File: config.mk
export PLATFORM = sky130hd
export DESIGN_NAME = yuv_pixel_blend_modes
export DESIGN_NICKNAME = d
export VERILOG_FILES = /design/src/design/yuvb_pkg.sv /design/src/design/yuvb_div.sv /design/src/design/yuvb_front.sv /design/src/design/yuvb_mix.sv /design/src/design/yuv_pixel_blend_modes.sv
export VERILOG_INCLUDE_DIRS = /design/src /design/src/design
export SDC_FILE = /design/constraint.sdc
export NUM_CORES = 2
export LEC_CHECK = 0
export BUFFER_PORTS_ARGS = -buffer_cell sky130_fd_sc_hd__buf_2
export CAP_MARGIN = 0
export CORE_MARGIN = 2
export CORE_UTILIZATION = 60
export CTS_BUF_LIST = sky130_fd_sc_hd__clkbuf_2
export DETAILED_ROUTE_END_ITERATION = 7
export MAX_ROUTING_LAYER = met4
export PLACE_DENSITY = 0.78
export SLEW_MARGIN = 20
export SYNTH_ARGS = -nofsm -noshare
export SYNTH_HDL_FRONTEND = slang
export SYNTH_SLANG_ARGS = --single-unit
File: constraint.sdc
create_clock -name clock -period 6.7 [get_ports clock]
set_clock_uncertainty 0.2 [all_clocks]
set_input_delay 0.335 -clock clock [delete_from_list [all_inputs] [get_ports clock]]
set_output_delay 0.335 -clock clock [all_outputs]
set_load 0.01 [all_outputs]
File: src/design/yuv_pixel_blend_modes_macros.svh
// Assertion macros shared by the blend block
`ifndef YUV_PIXEL_BLEND_MODES_MACROS_SVH
`define YUV_PIXEL_BLEND_MODES_MACROS_SVH

// Check that a condition implies another in the same cycle
`define YPB_ASSERT_IMPL(lbl, ante, cons, msg) \
   lbl: assert property (@(posedge clock) disable iff (reset) (ante) |-> (cons)) \
      else $error(msg);

// Check that a condition is followed by another a fixed number of cycles later
`define YPB_ASSERT_DELAY(lbl, ante, dly, cons, msg) \
   lbl: assert property (@(posedge clock) disable iff (reset) (ante) |-> ##dly (cons)) \
      else $error(msg);

`endif

File: src/design/yuvb_pkg.sv
// Shared types, constants and helper functions of the pixel blend block
package yuvb_pkg;

   localparam int SAMPLE_W   = 8;
   localparam int MODE_W     = 5;
   localparam int NUM_W      = 2 * SAMPLE_W;
   localparam int DEN_W      = SAMPLE_W;
   localparam int DIV_STEPS  = 2;
   localparam int DIV_STAGES = NUM_W / DIV_STEPS;

   localparam logic [SAMPLE_W-1:0] LO_CLAMP   = 8'd16;
   localparam logic [SAMPLE_W-1:0] HI_CLAMP   = 8'd240;
   localparam logic [SAMPLE_W-1:0] HI_VIDEO   = 8'd235;
   localparam logic [SAMPLE_W-1:0] FULL_SCALE = 8'd255;
   localparam logic [NUM_W-1:0]    FREEZE_MAX = 16'd239;

   localparam logic signed [11:0] S_FULL = 12'sd255;
   localparam logic signed [11:0] S_HI   = 12'sd240;
   localparam logic signed [11:0] S_MID  = 12'sd128;

   typedef enum logic [MODE_W-1:0] {
      M_ADDITIVE    = 5'd0,
      M_SUBTRACT    = 5'd1,
      M_MULTIPLY    = 5'd2,
      M_DIVIDE      = 5'd3,
      M_LIGHTEN     = 5'd4,
      M_DIFFERENCE  = 5'd5,
      M_DIFFNEG     = 5'd6,
      M_EXCLUSION   = 5'd7,
      M_BASECOLOR   = 5'd8,
      M_FREEZE      = 5'd9,
      M_UNFREEZE    = 5'd10,
      M_RELADD      = 5'd11,
      M_RELSUB      = 5'd12,
      M_RELADDLUM   = 5'd13,
      M_RELSUBLUM   = 5'd14,
      M_MAXSEL      = 5'd15,
      M_MINSEL      = 5'd16,
      M_MINSUBSEL   = 5'd17,
      M_MAXSUBSEL   = 5'd18,
      M_ADDSUBSEL   = 5'd19,
      M_ADDAVG      = 5'd20,
      M_ADDTEST     = 5'd21,
      M_ADDTEST3    = 5'd22,
      M_ADDTEST4    = 5'd23,
      M_MULSUB      = 5'd24,
      M_SOFTBURN    = 5'd25,
      M_INVBURN     = 5'd26,
      M_COLORDODGE  = 5'd27,
      M_ADDDISTORT  = 5'd28,
      M_SUBDISTORT  = 5'd29,
      M_TRY         = 5'd30
   } mode_type;

   // Side data that rides along the first divider
   typedef struct packed {
      logic                chroma;
      mode_type            mode;
      logic                use_div;
      logic [SAMPLE_W-1:0] a;
      logic [SAMPLE_W-1:0] simple;
   } side_type;

   // Side data that rides along the last divider
   typedef struct packed {
      logic                is_try;
      logic                early;
      logic [SAMPLE_W-1:0] result;
   } final_side_type;

   // Partial remainder and dividend/quotient shift word
   typedef struct packed {
      logic [DEN_W-1:0] rem;
      logic [NUM_W-1:0] num;
   } div_state_type;

   // One restoring division step: shift in a dividend bit, subtract if it fits
   function automatic div_state_type div_step(div_state_type s, logic [DEN_W-1:0] den);
      logic [DEN_W:0] trial;
      logic [DEN_W:0] diff;
      div_state_type  r;
      trial = {s.rem, s.num[NUM_W-1]};
      diff  = trial - {1'b0, den};
      r.num = {s.num[NUM_W-2:0], 1'b0};
      if (trial >= {1'b0, den}) begin
         r.rem    = diff[DEN_W-1:0];
         r.num[0] = 1'b1;
      end else begin
         r.rem = trial[DEN_W-1:0];
      end
      return r;
   endfunction

   // Clamp a signed intermediate into lo..hi
   function automatic logic [SAMPLE_W-1:0] clamp(logic signed [11:0] v,
                                                 logic [SAMPLE_W-1:0] lo,
                                                 logic [SAMPLE_W-1:0] hi);
      logic [SAMPLE_W-1:0] r;
      if (v < $signed({4'd0, lo})) begin
         r = lo;
      end else if (v > $signed({4'd0, hi})) begin
         r = hi;
      end else begin
         r = v[SAMPLE_W-1:0];
      end
      return r;
   endfunction

endpackage

File: src/design/yuvb_div.sv
// Pipelined restoring divider, two quotient bits per stage, with side data
module yuvb_div #(
   parameter int SIDE_W = 8
) (
   input  logic                          clock,
   input  logic                          reset,
   input  logic                          in_valid,
   input  logic [yuvb_pkg::NUM_W-1:0]    in_num,
   input  logic [yuvb_pkg::DEN_W-1:0]    in_den,
   input  logic [SIDE_W-1:0]             in_side,
   output logic                          out_valid,
   output logic [yuvb_pkg::NUM_W-1:0]    out_quo,
   output logic [SIDE_W-1:0]             out_side
);

   localparam int STAGES = yuvb_pkg::DIV_STAGES;

   logic                        valid_ff [STAGES];
   yuvb_pkg::div_state_type     state_ff [STAGES];
   logic [yuvb_pkg::DEN_W-1:0]  den_ff   [STAGES];
   logic [SIDE_W-1:0]           side_ff  [STAGES];

   genvar s;
   generate
      for (s = 0; s < STAGES; s++) begin : g_stage
         logic                        src_valid;
         yuvb_pkg::div_state_type     src_state;
         logic [yuvb_pkg::DEN_W-1:0]  src_den;
         logic [SIDE_W-1:0]           src_side;
         yuvb_pkg::div_state_type     state_in;

         // Pick the stage source: ports for the first stage, else the stage before
         if (s == 0) begin : g_first
            assign src_valid     = in_valid;
            assign src_state.rem = '0;
            assign src_state.num = in_num;
            assign src_den       = in_den;
            assign src_side      = in_side;
         end else begin : g_next
            assign src_valid = valid_ff[s-1];
            assign src_state = state_ff[s-1];
            assign src_den   = den_ff[s-1];
            assign src_side  = side_ff[s-1];
         end

         // Run the division steps of this stage
         always_comb begin
            state_in = src_state;
            for (int i = 0; i < yuvb_pkg::DIV_STEPS; i++) begin
               state_in = yuvb_pkg::div_step(state_in, src_den);
            end
         end

         // Advance the valid bit
         always_ff @(posedge clock) begin
            if (reset) begin
               valid_ff[s] <= 1'b0;
            end else begin
               valid_ff[s] <= src_valid;
            end
         end

         // Advance the payload
         always_ff @(posedge clock) begin
            state_ff[s] <= state_in;
            den_ff[s]   <= src_den;
            side_ff[s]  <= src_side;
         end
      end
   endgenerate

   assign out_valid = valid_ff[STAGES-1];
   assign out_quo   = state_ff[STAGES-1].num;
   assign out_side  = side_ff[STAGES-1];

endmodule

File: src/design/yuvb_front.sv
// Front stages: input register, products, direct-mode results and divider operands
module yuvb_front (
   input  logic                         clock,
   input  logic                         reset,
   input  logic                         in_valid,
   input  logic [yuvb_pkg::SAMPLE_W-1:0] in_a,
   input  logic [yuvb_pkg::SAMPLE_W-1:0] in_b,
   input  logic                         in_chroma,
   input  yuvb_pkg::mode_type           in_mode,
   output logic                         out_valid,
   output logic [yuvb_pkg::NUM_W-1:0]   out_num1,
   output logic [yuvb_pkg::DEN_W-1:0]   out_den1,
   output logic [yuvb_pkg::NUM_W-1:0]   out_num2,
   output logic [yuvb_pkg::DEN_W-1:0]   out_den2,
   output yuvb_pkg::side_type           out_side
);

   // Stage 1 registers
   logic                          s1_valid_ff;
   logic [yuvb_pkg::SAMPLE_W-1:0] s1_a_ff, s1_b_ff;
   logic                          s1_chroma_ff;
   yuvb_pkg::mode_type            s1_mode_ff;

   // Stage 2 registers
   logic                          s2_valid_ff;
   logic [yuvb_pkg::SAMPLE_W-1:0] s2_a_ff, s2_b_ff;
   logic                          s2_chroma_ff;
   yuvb_pkg::mode_type            s2_mode_ff;
   logic [yuvb_pkg::NUM_W-1:0]    s2_sq1_ff, s2_sq2_ff, s2_p8_ff;
   logic signed [17:0]            s2_ps_ff;

   // Stage 3 registers
   logic                          s3_valid_ff;
   logic [yuvb_pkg::NUM_W-1:0]    s3_num1_ff, s3_num2_ff;
   logic [yuvb_pkg::DEN_W-1:0]    s3_den1_ff, s3_den2_ff;
   yuvb_pkg::side_type            s3_side_ff;

   // Stage 2 combinational
   logic [yuvb_pkg::SAMPLE_W-1:0] b_a16, b_b16, sq1_op, b_na, nb, b_na16, b_nb16;
   logic signed [8:0]             ps_x, ps_y;
   logic [yuvb_pkg::NUM_W-1:0]    sq1_in, sq2_in, p8_in;
   logic signed [17:0]            ps_in;

   // Stage 3 combinational
   logic signed [11:0]            sa, sb, diff, absd, t6, abs6, rsub, rsub_rev, d8, k8, excl_c;
   logic [yuvb_pkg::SAMPLE_W-1:0] a16, b16, half_sum, c19, d19, term8, base8, prod_hi, simple_in;
   logic [yuvb_pkg::SAMPLE_W-1:0] rsub8, rsub_rev8, den1_in, max_ab, min_ab;
   logic [8:0]                    c8, pp, sum19;
   logic signed [17:0]            ps_sh;
   logic                          use_div_in;

   // Register the request
   always_ff @(posedge clock) begin
      if (reset) begin
         s1_valid_ff <= 1'b0;
      end else begin
         s1_valid_ff <= in_valid;
      end
   end

   always_ff @(posedge clock) begin
      s1_a_ff      <= in_a;
      s1_b_ff      <= in_b;
      s1_chroma_ff <= in_chroma;
      s1_mode_ff   <= in_mode;
   end

   // Select multiplier operands
   always_comb begin
      b_a16  = (s1_a_ff < yuvb_pkg::LO_CLAMP) ? yuvb_pkg::LO_CLAMP : s1_a_ff;
      b_b16  = (s1_b_ff < yuvb_pkg::LO_CLAMP) ? yuvb_pkg::LO_CLAMP : s1_b_ff;
      b_na   = ~s1_a_ff;
      nb     = ~s1_b_ff;
      b_na16 = ~b_a16;
      b_nb16 = ~b_b16;
      unique case (s1_mode_ff)
         yuvb_pkg::M_FREEZE:   sq1_op = b_na;
         yuvb_pkg::M_UNFREEZE: sq1_op = nb;
         yuvb_pkg::M_ADDTEST4: sq1_op = b_a16;
         yuvb_pkg::M_TRY:      sq1_op = b_na;
         default:              sq1_op = s1_a_ff;
      endcase
      if (s1_chroma_ff && (s1_mode_ff == yuvb_pkg::M_EXCLUSION)) begin
         ps_x = $signed({1'b0, s1_a_ff} - 9'd128);
         ps_y = $signed({1'b0, s1_b_ff} - 9'd128);
      end else if (s1_mode_ff == yuvb_pkg::M_BASECOLOR) begin
         ps_x = $signed({1'b0, b_a16});
         ps_y = $signed({1'b0, b_b16});
      end else begin
         ps_x = $signed({1'b0, s1_a_ff});
         ps_y = $signed({1'b0, s1_b_ff});
      end
      sq1_in = {8'd0, sq1_op} * {8'd0, sq1_op};
      sq2_in = {8'd0, nb} * {8'd0, nb};
      p8_in  = {8'd0, b_na16} * {8'd0, b_nb16};
      ps_in  = ps_x * ps_y;
   end

   // Register the products
   always_ff @(posedge clock) begin
      if (reset) begin
         s2_valid_ff <= 1'b0;
      end else begin
         s2_valid_ff <= s1_valid_ff;
      end
   end

   always_ff @(posedge clock) begin
      s2_a_ff      <= s1_a_ff;
      s2_b_ff      <= s1_b_ff;
      s2_chroma_ff <= s1_chroma_ff;
      s2_mode_ff   <= s1_mode_ff;
      s2_sq1_ff    <= sq1_in;
      s2_sq2_ff    <= sq2_in;
      s2_p8_ff     <= p8_in;
      s2_ps_ff     <= ps_in;
   end

   // Form the direct-mode result and the divisor
   always_comb begin
      sa        = $signed({4'd0, s2_a_ff});
      sb        = $signed({4'd0, s2_b_ff});
      a16       = (s2_a_ff < yuvb_pkg::LO_CLAMP) ? yuvb_pkg::LO_CLAMP : s2_a_ff;
      b16       = (s2_b_ff < yuvb_pkg::LO_CLAMP) ? yuvb_pkg::LO_CLAMP : s2_b_ff;
      max_ab    = (s2_b_ff > s2_a_ff) ? s2_b_ff : s2_a_ff;
      min_ab    = (s2_b_ff < s2_a_ff) ? s2_b_ff : s2_a_ff;
      diff      = sa - sb;
      absd      = (diff < 0) ? -diff : diff;
      t6        = yuvb_pkg::S_FULL - sa - sb;
      abs6      = (t6 < 0) ? -t6 : t6;
      half_sum  = {1'b0, s2_a_ff[7:1]} + {1'b0, s2_b_ff[7:1]};
      rsub      = (sa - sb + yuvb_pkg::S_FULL) >>> 1;
      rsub_rev  = (sb - sa + yuvb_pkg::S_FULL) >>> 1;
      rsub8     = rsub[7:0];
      rsub_rev8 = rsub_rev[7:0];
      c19       = yuvb_pkg::clamp(sa, yuvb_pkg::LO_CLAMP, yuvb_pkg::HI_CLAMP);
      d19       = yuvb_pkg::clamp(sb, yuvb_pkg::LO_CLAMP, yuvb_pkg::HI_CLAMP);
      sum19     = {1'b0, c19} + {1'b0, d19};
      prod_hi   = s2_ps_ff[15:8];

      // Base color: scale term is a small signed multiple of the base
      c8 = s2_ps_ff[15:7];
      pp = s2_p8_ff[15:7];
      d8 = yuvb_pkg::S_FULL - $signed({3'd0, pp}) - $signed({3'd0, c8});
      k8 = d8 >>> 7;
      if (k8 == 12'sd1) begin
         term8 = a16;
      end else if (k8 == -12'sd1) begin
         term8 = 8'd0 - a16;
      end else if (k8 == -12'sd2) begin
         term8 = 8'd0 - {a16[6:0], 1'b0};
      end else begin
         term8 = 8'd0;
      end
      base8 = c8[7:0] + term8;

      // Chroma exclusion on centered samples
      ps_sh  = s2_ps_ff >>> 8;
      excl_c = sa + sb - yuvb_pkg::S_MID - $signed(ps_sh[11:0]);

      use_div_in = 1'b0;
      simple_in  = s2_a_ff;
      if (s2_chroma_ff) begin
         unique case (s2_mode_ff)
            yuvb_pkg::M_EXCLUSION:
               simple_in = yuvb_pkg::clamp(excl_c, yuvb_pkg::LO_CLAMP, yuvb_pkg::HI_VIDEO);
            yuvb_pkg::M_RELADD:     simple_in = half_sum;
            yuvb_pkg::M_RELSUB:     simple_in = rsub8;
            yuvb_pkg::M_ADDAVG:     simple_in = s2_a_ff + s2_b_ff;
            yuvb_pkg::M_ADDTEST3:
               simple_in = yuvb_pkg::clamp(sa + sb + sb - yuvb_pkg::S_FULL,
                                           yuvb_pkg::LO_CLAMP, yuvb_pkg::HI_CLAMP);
            yuvb_pkg::M_ADDDISTORT:
               simple_in = yuvb_pkg::clamp(sa + sb, yuvb_pkg::LO_CLAMP, yuvb_pkg::HI_VIDEO);
            yuvb_pkg::M_SUBDISTORT: simple_in = s2_a_ff - s2_b_ff;
            default:                simple_in = s2_a_ff;
         endcase
      end else begin
         unique case (s2_mode_ff)
            yuvb_pkg::M_ADDITIVE:
               simple_in = yuvb_pkg::clamp(sa + sb + sb - yuvb_pkg::S_FULL,
                                           yuvb_pkg::LO_CLAMP, yuvb_pkg::HI_CLAMP);
            yuvb_pkg::M_SUBTRACT:
               simple_in = yuvb_pkg::clamp(sa + sb - yuvb_pkg::S_HI,
                                           yuvb_pkg::LO_CLAMP, yuvb_pkg::HI_CLAMP);
            yuvb_pkg::M_MULTIPLY:   simple_in = prod_hi;
            yuvb_pkg::M_DIVIDE,
            yuvb_pkg::M_FREEZE,
            yuvb_pkg::M_UNFREEZE,
            yuvb_pkg::M_ADDTEST4,
            yuvb_pkg::M_TRY:        use_div_in = 1'b1;
            yuvb_pkg::M_LIGHTEN:
               simple_in = yuvb_pkg::clamp($signed({4'd0, max_ab}),
                                           yuvb_pkg::LO_CLAMP, yuvb_pkg::HI_CLAMP);
            yuvb_pkg::M_DIFFERENCE: simple_in = absd[7:0];
            yuvb_pkg::M_DIFFNEG:    simple_in = yuvb_pkg::FULL_SCALE - abs6[7:0];
            yuvb_pkg::M_EXCLUSION:
               simple_in = yuvb_pkg::clamp(sa + sb - $signed({4'd0, prod_hi}),
                                           yuvb_pkg::LO_CLAMP, yuvb_pkg::HI_CLAMP);
            yuvb_pkg::M_BASECOLOR:  simple_in = base8;
            yuvb_pkg::M_RELADD:     simple_in = half_sum;
            yuvb_pkg::M_RELSUB,
            yuvb_pkg::M_RELSUBLUM:  simple_in = rsub8;
            yuvb_pkg::M_RELADDLUM:
               simple_in = (half_sum < s2_a_ff) ? s2_a_ff : half_sum;
            yuvb_pkg::M_MAXSEL:     simple_in = max_ab;
            yuvb_pkg::M_MINSEL:     simple_in = min_ab;
            yuvb_pkg::M_MINSUBSEL:
               simple_in = (s2_b_ff < s2_a_ff) ? rsub_rev8 : rsub8;
            yuvb_pkg::M_MAXSUBSEL:
               simple_in = (s2_b_ff > s2_a_ff) ? rsub_rev8 : rsub8;
            yuvb_pkg::M_ADDSUBSEL:
               simple_in = (d19 < c19) ? sum19[8:1] : s2_a_ff;
            yuvb_pkg::M_ADDAVG:     simple_in = s2_a_ff + s2_b_ff;
            yuvb_pkg::M_ADDTEST,
            yuvb_pkg::M_ADDTEST3:
               simple_in = yuvb_pkg::clamp(sa + sb + sb - yuvb_pkg::S_HI,
                                           yuvb_pkg::LO_CLAMP, yuvb_pkg::HI_CLAMP);
            yuvb_pkg::M_MULSUB:     simple_in = yuvb_pkg::LO_CLAMP;
            yuvb_pkg::M_SOFTBURN:
               simple_in = (sa + sb < yuvb_pkg::S_HI) ? 8'd0 : yuvb_pkg::HI_CLAMP;
            yuvb_pkg::M_INVBURN:
               simple_in = (s2_a_ff < yuvb_pkg::LO_CLAMP) ? yuvb_pkg::LO_CLAMP
                                                          : yuvb_pkg::HI_CLAMP;
            yuvb_pkg::M_COLORDODGE:
               simple_in = (s2_a_ff >= yuvb_pkg::HI_CLAMP) ? yuvb_pkg::HI_CLAMP : 8'd0;
            yuvb_pkg::M_ADDDISTORT:
               simple_in = yuvb_pkg::clamp(sa + sb, yuvb_pkg::LO_CLAMP, yuvb_pkg::HI_CLAMP);
            yuvb_pkg::M_SUBDISTORT: simple_in = s2_a_ff - s2_b_ff;
            default:                simple_in = s2_a_ff;
         endcase
      end

      unique case (s2_mode_ff)
         yuvb_pkg::M_DIVIDE:
            den1_in = (s2_b_ff == yuvb_pkg::FULL_SCALE) ? yuvb_pkg::LO_CLAMP : ~s2_b_ff;
         yuvb_pkg::M_FREEZE:   den1_in = s2_b_ff;
         yuvb_pkg::M_UNFREEZE: den1_in = s2_a_ff;
         yuvb_pkg::M_ADDTEST4: den1_in = b16;
         yuvb_pkg::M_TRY:      den1_in = s2_a_ff;
         default:              den1_in = 8'd1;
      endcase
   end

   // Register the divider operands
   always_ff @(posedge clock) begin
      if (reset) begin
         s3_valid_ff <= 1'b0;
      end else begin
         s3_valid_ff <= s2_valid_ff;
      end
   end

   always_ff @(posedge clock) begin
      s3_num1_ff          <= s2_sq1_ff;
      s3_den1_ff          <= den1_in;
      s3_num2_ff          <= s2_sq2_ff;
      s3_den2_ff          <= s2_b_ff;
      s3_side_ff.chroma   <= s2_chroma_ff;
      s3_side_ff.mode     <= s2_mode_ff;
      s3_side_ff.use_div  <= use_div_in;
      s3_side_ff.a        <= s2_a_ff;
      s3_side_ff.simple   <= simple_in;
   end

   assign out_valid = s3_valid_ff;
   assign out_num1  = s3_num1_ff;
   assign out_den1  = s3_den1_ff;
   assign out_num2  = s3_num2_ff;
   assign out_den2  = s3_den2_ff;
   assign out_side  = s3_side_ff;

endmodule

File: src/design/yuvb_mix.sv
// Middle stages: finish the divide modes and set up the second division
module yuvb_mix (
   input  logic                          clock,
   input  logic                          reset,
   input  logic                          in_valid,
   input  logic [yuvb_pkg::NUM_W-1:0]    in_q1,
   input  logic [yuvb_pkg::NUM_W-1:0]    in_q2,
   input  yuvb_pkg::side_type            in_side,
   input  logic [yuvb_pkg::SAMPLE_W-1:0] in_b,
   output logic                          out_valid,
   output logic [yuvb_pkg::NUM_W-1:0]    out_num,
   output logic [yuvb_pkg::DEN_W-1:0]    out_den,
   output yuvb_pkg::final_side_type      out_side
);

   // Stage E registers
   logic                          e_valid_ff;
   logic [yuvb_pkg::SAMPLE_W-1:0] e_p_ff, e_qv_ff, e_b_ff;
   yuvb_pkg::final_side_type      e_side_ff;

   // Stage F registers
   logic                          f_valid_ff;
   logic [yuvb_pkg::NUM_W-1:0]    f_num_ff;
   logic [yuvb_pkg::DEN_W-1:0]    f_den_ff;
   yuvb_pkg::final_side_type      f_side_ff;

   logic                          a_lt16, b_lt16, q1_big, q2_big;
   logic [yuvb_pkg::SAMPLE_W-1:0] q1_lo, q2_lo, a_cap, div_res, p_in, qv_in;
   logic [yuvb_pkg::NUM_W-1:0]    num_in;
   yuvb_pkg::final_side_type      side_in;

   // Resolve the divide modes
   always_comb begin
      a_lt16 = in_side.a < yuvb_pkg::LO_CLAMP;
      b_lt16 = in_b < yuvb_pkg::LO_CLAMP;
      q1_big = in_q1 > yuvb_pkg::FREEZE_MAX;
      q2_big = in_q2 > yuvb_pkg::FREEZE_MAX;
      q1_lo  = yuvb_pkg::FULL_SCALE - in_q1[7:0];
      q2_lo  = yuvb_pkg::FULL_SCALE - in_q2[7:0];
      a_cap  = (in_side.a > yuvb_pkg::HI_VIDEO) ? yuvb_pkg::HI_VIDEO : in_side.a;

      unique case (in_side.mode)
         yuvb_pkg::M_DIVIDE: begin
            if (in_q1 < {8'd0, yuvb_pkg::LO_CLAMP}) begin
               div_res = yuvb_pkg::LO_CLAMP;
            end else if (in_q1 > {8'd0, yuvb_pkg::HI_VIDEO}) begin
               div_res = yuvb_pkg::HI_VIDEO;
            end else begin
               div_res = in_q1[7:0];
            end
         end
         yuvb_pkg::M_FREEZE: begin
            if (b_lt16) begin
               div_res = a_lt16 ? in_b : a_cap;
            end else if (q1_big) begin
               div_res = in_b;
            end else begin
               div_res = (q1_lo > yuvb_pkg::HI_VIDEO) ? yuvb_pkg::HI_VIDEO : q1_lo;
            end
         end
         yuvb_pkg::M_UNFREEZE:
            div_res = (a_lt16 || q1_big) ? yuvb_pkg::LO_CLAMP : q1_lo;
         yuvb_pkg::M_ADDTEST4: begin
            if (in_q1 < {8'd0, yuvb_pkg::LO_CLAMP}) begin
               div_res = yuvb_pkg::LO_CLAMP;
            end else if (in_q1 > {8'd0, yuvb_pkg::HI_CLAMP}) begin
               div_res = yuvb_pkg::HI_CLAMP;
            end else begin
               div_res = in_q1[7:0];
            end
         end
         default: div_res = in_side.simple;
      endcase

      // Try mode: both freeze-like terms, each floored at 16
      p_in  = (a_lt16 || q1_big) ? yuvb_pkg::LO_CLAMP : q1_lo;
      qv_in = (b_lt16 || q2_big) ? yuvb_pkg::LO_CLAMP : q2_lo;

      side_in.is_try = in_side.use_div && (in_side.mode == yuvb_pkg::M_TRY);
      side_in.early  = !b_lt16 && q2_big;
      side_in.result = in_side.use_div ? div_res : in_side.simple;
   end

   always_ff @(posedge clock) begin
      if (reset) begin
         e_valid_ff <= 1'b0;
         f_valid_ff <= 1'b0;
      end else begin
         e_valid_ff <= in_valid;
         f_valid_ff <= e_valid_ff;
      end
   end

   // Hold the try terms, then form the second dividend
   always_comb begin
      num_in = {8'd0, ~e_p_ff} * {8'd0, ~e_b_ff};
   end

   always_ff @(posedge clock) begin
      e_p_ff    <= p_in;
      e_qv_ff   <= qv_in;
      e_b_ff    <= in_b;
      e_side_ff <= side_in;
      f_num_ff  <= num_in;
      f_den_ff  <= e_qv_ff;
      f_side_ff <= e_side_ff;
   end

   assign out_valid = f_valid_ff;
   assign out_num   = f_num_ff;
   assign out_den   = f_den_ff;
   assign out_side  = f_side_ff;

endmodule

File: src/design/yuv_pixel_blend_modes.sv
// Top level of the per-sample two-frame blend block
//
//   channel   ports                                 handshake
//   request   req_base_sample req_overlay_sample    start, taken when busy is low
//             req_is_chroma
//   result    rsp_blended_sample                    rsp_valid strobe, one cycle
//   config    csr_blend_mode                        csr_valid / csr_ready
//
// One request per clock while busy is low; a result passes the front stages,
// two parallel 8-stage dividers, the mix stages, a third divider and a register.
// busy is high only during reset; the result strobe has no back-pressure.
// Reset clears the pipeline valid bits and sets the blend mode to 0.
module yuv_pixel_blend_modes (
   input  logic                          clock,
   input  logic                          reset,
   input  logic                          start,
   output logic                          busy,
   input  logic [yuvb_pkg::SAMPLE_W-1:0] req_base_sample,
   input  logic [yuvb_pkg::SAMPLE_W-1:0] req_overlay_sample,
   input  logic                          req_is_chroma,
   output logic                          rsp_valid,
   output logic [yuvb_pkg::SAMPLE_W-1:0] rsp_blended_sample,
   input  logic                          csr_valid,
   output logic                          csr_ready,
   input  logic [yuvb_pkg::MODE_W-1:0]   csr_blend_mode
);

   localparam int LATENCY = 2 * yuvb_pkg::DIV_STAGES + 6;

   yuvb_pkg::mode_type            mode_ff;
   logic                          req_take;

   logic                          fr_valid;
   logic [yuvb_pkg::NUM_W-1:0]    fr_num1, fr_num2;
   logic [yuvb_pkg::DEN_W-1:0]    fr_den1, fr_den2;
   yuvb_pkg::side_type            fr_side;

   logic                          d1_valid, d2_valid;
   logic [yuvb_pkg::NUM_W-1:0]    d1_quo, d2_quo;
   yuvb_pkg::side_type            d1_side;
   logic [yuvb_pkg::SAMPLE_W-1:0] d2_b;

   logic                          mx_valid;
   logic [yuvb_pkg::NUM_W-1:0]    mx_num;
   logic [yuvb_pkg::DEN_W-1:0]    mx_den;
   yuvb_pkg::final_side_type      mx_side;

   logic                          d3_valid;
   logic [yuvb_pkg::NUM_W-1:0]    d3_quo;
   yuvb_pkg::final_side_type      d3_side;

   logic                          rsp_valid_ff;
   logic [yuvb_pkg::SAMPLE_W-1:0] rsp_sample_ff, rsp_sample_in;

   assign busy      = reset;
   assign csr_ready = 1'b1;
   assign req_take  = start && !busy;

   // Hold the blend mode register
   always_ff @(posedge clock) begin
      if (reset) begin
         mode_ff <= yuvb_pkg::M_ADDITIVE;
      end else if (csr_valid && csr_ready) begin
         mode_ff <= yuvb_pkg::mode_type'(csr_blend_mode);
      end
   end

   yuvb_front u_front (
      .clock     (clock),
      .reset     (reset),
      .in_valid  (req_take),
      .in_a      (req_base_sample),
      .in_b      (req_overlay_sample),
      .in_chroma (req_is_chroma),
      .in_mode   (mode_ff),
      .out_valid (fr_valid),
      .out_num1  (fr_num1),
      .out_den1  (fr_den1),
      .out_num2  (fr_num2),
      .out_den2  (fr_den2),
      .out_side  (fr_side)
   );

   yuvb_div #(.SIDE_W($bits(yuvb_pkg::side_type))) u_div1 (
      .clock     (clock),
      .reset     (reset),
      .in_valid  (fr_valid),
      .in_num    (fr_num1),
      .in_den    (fr_den1),
      .in_side   (fr_side),
      .out_valid (d1_valid),
      .out_quo   (d1_quo),
      .out_side  (d1_side)
   );

   // Second lane divides by the overlay sample, so it carries that sample along
   yuvb_div #(.SIDE_W(yuvb_pkg::SAMPLE_W)) u_div2 (
      .clock     (clock),
      .reset     (reset),
      .in_valid  (fr_valid),
      .in_num    (fr_num2),
      .in_den    (fr_den2),
      .in_side   (fr_den2),
      .out_valid (d2_valid),
      .out_quo   (d2_quo),
      .out_side  (d2_b)
   );

   yuvb_mix u_mix (
      .clock     (clock),
      .reset     (reset),
      .in_valid  (d1_valid && d2_valid),
      .in_q1     (d1_quo),
      .in_q2     (d2_quo),
      .in_side   (d1_side),
      .in_b      (d2_b),
      .out_valid (mx_valid),
      .out_num   (mx_num),
      .out_den   (mx_den),
      .out_side  (mx_side)
   );

   yuvb_div #(.SIDE_W($bits(yuvb_pkg::final_side_type))) u_div3 (
      .clock     (clock),
      .reset     (reset),
      .in_valid  (mx_valid),
      .in_num    (mx_num),
      .in_den    (mx_den),
      .in_side   (mx_side),
      .out_valid (d3_valid),
      .out_quo   (d3_quo),
      .out_side  (d3_side)
   );

   // Pick the try result or the earlier one
   always_comb begin
      if (d3_side.is_try) begin
         rsp_sample_in = (d3_side.early || (d3_quo > yuvb_pkg::FREEZE_MAX))
                         ? yuvb_pkg::LO_CLAMP
                         : yuvb_pkg::FULL_SCALE - d3_quo[7:0];
      end else begin
         rsp_sample_in = d3_side.result;
      end
   end

   always_ff @(posedge clock) begin
      if (reset) begin
         rsp_valid_ff <= 1'b0;
      end else begin
         rsp_valid_ff <= d3_valid;
      end
   end

   always_ff @(posedge clock) begin
      rsp_sample_ff <= rsp_sample_in;
   end

   assign rsp_valid          = rsp_valid_ff;
   assign rsp_blended_sample = rsp_sample_ff;

`include "yuv_pixel_blend_modes_macros.svh"

   `YPB_ASSERT_DELAY(a_req_gives_rsp, req_take, LATENCY, rsp_valid, "request lost in pipeline")
   `YPB_ASSERT_IMPL(a_rsp_has_req, rsp_valid, $past(req_take, LATENCY), "result without request")
   `YPB_ASSERT_IMPL(a_lanes_aligned, d1_valid || d2_valid, d1_valid && d2_valid, "divider lanes skewed")

endmodule
==> results.tsv <==
metric	value	unit
status	completed	
tightest_slew	1.147	ns
drtPass1Iterations	6	
grt_pass1_vias	46570	
startpoint_type	flop	
relSlewSlack	0.2299	
clock.fmax	0.1565	GHz
r2r_start	u_front.s1_b_ff[5]	
final_hold_viol_count	0	
start_util	0.6061	
tritoncts	built	
critPathKind	flop to flop	
die_w	325.1	um
syn_inst	6163	
path_cells	nor4_4 > and3_1 > nand2b_1 > inv_1 > nand2_1 > fa_1 > fa_1 > inv_1 > fa_1 > fa_1 > fa_1 > ha_1 > and3_1 > a21oi_1 > o21ai_1 > o41a_1 > a41o_1 > o21a_1 > nor2_1 > xnor2_1	
seq_area_frac_synth	0.3998	
antenna_found_initial	6	
viasPerCell	5.460	
path_max_fanout	7	
synth_flop_cell	dfxtp_1	
crit_buf_inv	2	
rr_worst_depth	20	
finalWeightedCongestion	1.054	
pin_count	37	
grt-ovfl-total	0	
async_flop_share	0	
clock-root-buffer	clkbuf_2	
grt_use_total	0.2795	
hp-class	flop to flop	
yosysWarnings	0	
area_growth	9.605	%
rsz0062_at_grt	no	
dp.final_hpwl	108600	um
crit_cells	20	
vdd_ir_drop_max	0.3814	mV
crit_family	adder cells	
grt_max_degree	29	
tns	0	ns
clk_latency	1.51	ns
synth_cell_type_count	100	
critPathMostFrequentCell	fa_1	
crit_arrival	7.61	ns
crit_path_start	u_front.s1_b_ff[5]	
rows	117	
critPathRequiredTime	7.92	ns
grt_first_pass_wirelength	232500	um
cap_violations	0	
cts.sinks	1235	
dieArea	105700	um2
power_density	500.5	nW/um2
max_stage_delay	0.53	ns
post-synth-top-area-cell	dfxtp_1	
ys_top_cells_by_area	dfxtp_1, ha_1, fa_1	
drive_gt1_frac	0.1502	
fin_crit	6.389	ns
post-route-drc-count	0	
core	102000	um2
fin_crit_sh	0.9536	
wl_per_cell	17.40	um
layout.nets	7520	
yosysMostFrequentCell	dfxtp_1	
clk_pin_slew	0.13	ns
leakagePower	31.25	nW
drt_wl_total	142500	um
h-tree-depth	5	
setup-violations-final	0	
synth_common_cells	dfxtp_1, inv_1, ha_1	
synth_area_per_cell	10.04	um2
cp_slowest_cell	fa_1	
power	33.93	mW
post-cts-setup-buffer-count	0	
clock_path_buffers	4	
r2r_slack	0.31	ns
end_kind	flop	
die_h	325.1	um
drt_iter0_drc	2443	
ys_seq_elements	1235	
r2r_end	u_front.s2_ps_ff[17]	
cts-buffers-inserted	307	
syn_nets	7073	
crit_end	u_front.s2_ps_ff[17]	
dr_total_vias	44700	
synth_top_area_share	0.3998	
port-buffer-count	35	
synth_edf_count	0	
slew_violations	0	
ant_nets	0	
synthesis.area	61850	um2
cells by family after synthesis:
group	after synthesis	synth area share
AO/OA/AOI/OAI	1051	0.1163
multiplexers	334	0.05936
AND/OR/NAND/NOR	1450	0.1154
XOR/XNOR	318	0.04546
buffers and inverters	890	0.05476
adder cells (fa/ha/maj)	884	0.2089
other	1	0.00006063
flip-flops	1235	0.3998
power breakdown:
group / total (mW) / internal, mW / switching [mW] / leakage, nW
Combinational: 18.9 / 9.20 / 9.72 / 18.9
Sequential: 10.4 / 9.51 / 0.848 / 10.3
Clock: 4.65 / 1.86 / 2.78 / 2.01
Total: 33.9 / 20.6 / 13.4 / 31.3
how the worst min path moves through the flow:
stage / startpoint / endpoint / slack, ns / depth (start not counted)
3_3_place_gp: u_div1.side_ff[0][67] / u_div1.side_ff[0][90] / 0.11 / 0
6_report: u_div1.state_ff[1][12] / u_div1.state_ff[1][38] / 0.03 / 0
2_1_floorplan: u_front.out_side[0] / u_div1.side_ff[0][0] / 0.11 / 0
4_1_cts: u_div1.side_ff[1][30] / u_div1.side_ff[1][53] / 0.008 / 0
3_5_place_dp: u_front.out_side[17] / u_div1.side_ff[0][17] / 0.11 / 0
5_1_grt: u_div1.side_ff[0][52] / u_div1.side_ff[0][75] / 0.03 / 0
flip-flops by register name, summed over array words and instances, names as in the netlist, 11 cells and up:
register / count
u_div3.den_ff: 56
u_front.out_num2: 15
u_front.s2_ps_ff: 11
u_front.out_num1: 15
u_front.s2_sq2_ff: 15
u_div1.state_ff: 177
u_div2.den_ff: 63
u_div2.state_ff: 177
u_div1.side_ff: 176
u_div1.den_ff: 56
u_front.out_side: 22
u_mix.out_num: 16
u_div3.state_ff: 184
u_front.s2_sq1_ff: 15
u_div3.side_ff: 80
area by class of cell:
type | count | area, um2
antenna | 10 | 25.02
clock buffer | 427 | 2137
clock inverter | 81 | 440.4
fill | 7984 | 34250
inverter | 758 | 2845
multi-input combinational | 4038 | 33760
sequential | 1235 | 24720
tap | 1368 | 1712
timing repair buffer | 270 | 2147
stage by stage:
| stage | cells | util | setup WS [ns] | instance area (um2) | hold WS [ns] |
|---|---|---|---|---|---|
| after global placement | 7591 | 0.6311 | 0.2951 | 64400 | 0.1096 |
| after floorplan | 6163 | - | 0.5688 | 61850 | 0.1096 |
| after detailed placement | 7591 | 0.6311 | 0.1536 | 64400 | 0.1121 |
| after CTS | 8177 | 0.6640 | 0.2167 | 67760 | 0.007596 |
| final | 8187 | 0.6644 | 0.3111 | 67790 | 0.02767 |
| after global routing | 8187 | 0.6644 | 0.02631 | 67790 | 0.03228 |
metal layers:
layer | GRT usage | vias to the layer above | wire length (um) | part of all wire
met5 | - | - | 0 | 0
met1 | 0.3244 | 21100 | 60170 | 0.42
met4 | 0.1266 | 0 | 5559 | 0.039
li1 | - | 21890 | - | -
met2 | 0.4707 | 1311 | 68950 | 0.48
met3 | 0.05171 | 402 | 7788 | 0.055
placed cells by master, fill, tap and decap left out, drive strengths merged, types with 196 or more instances in the layout:
| cell | synthesis | final |
|---|---|---|
| a21oi | 237 | 237 |
| clkbuf | 110 | 427 |
| dfxtp | 1235 | 1235 |
| fa | 248 | 248 |
| ha | 636 | 636 |
| inv | 757 | 762 |
| mux2 | 259 | 259 |
| nand2 | 300 | 300 |
| nor2 | 465 | 465 |
| o21ai | 264 | 264 |
| xnor2 | 196 | 196 |
repair_timing:
action,4_1_cts,5_1_grt
resized for setup,0,2
endpoints found under the setup margin,0,2
hold buffers,78,0
endpoints found under the hold margin,44,0
(Power assumes the default switching activity.)
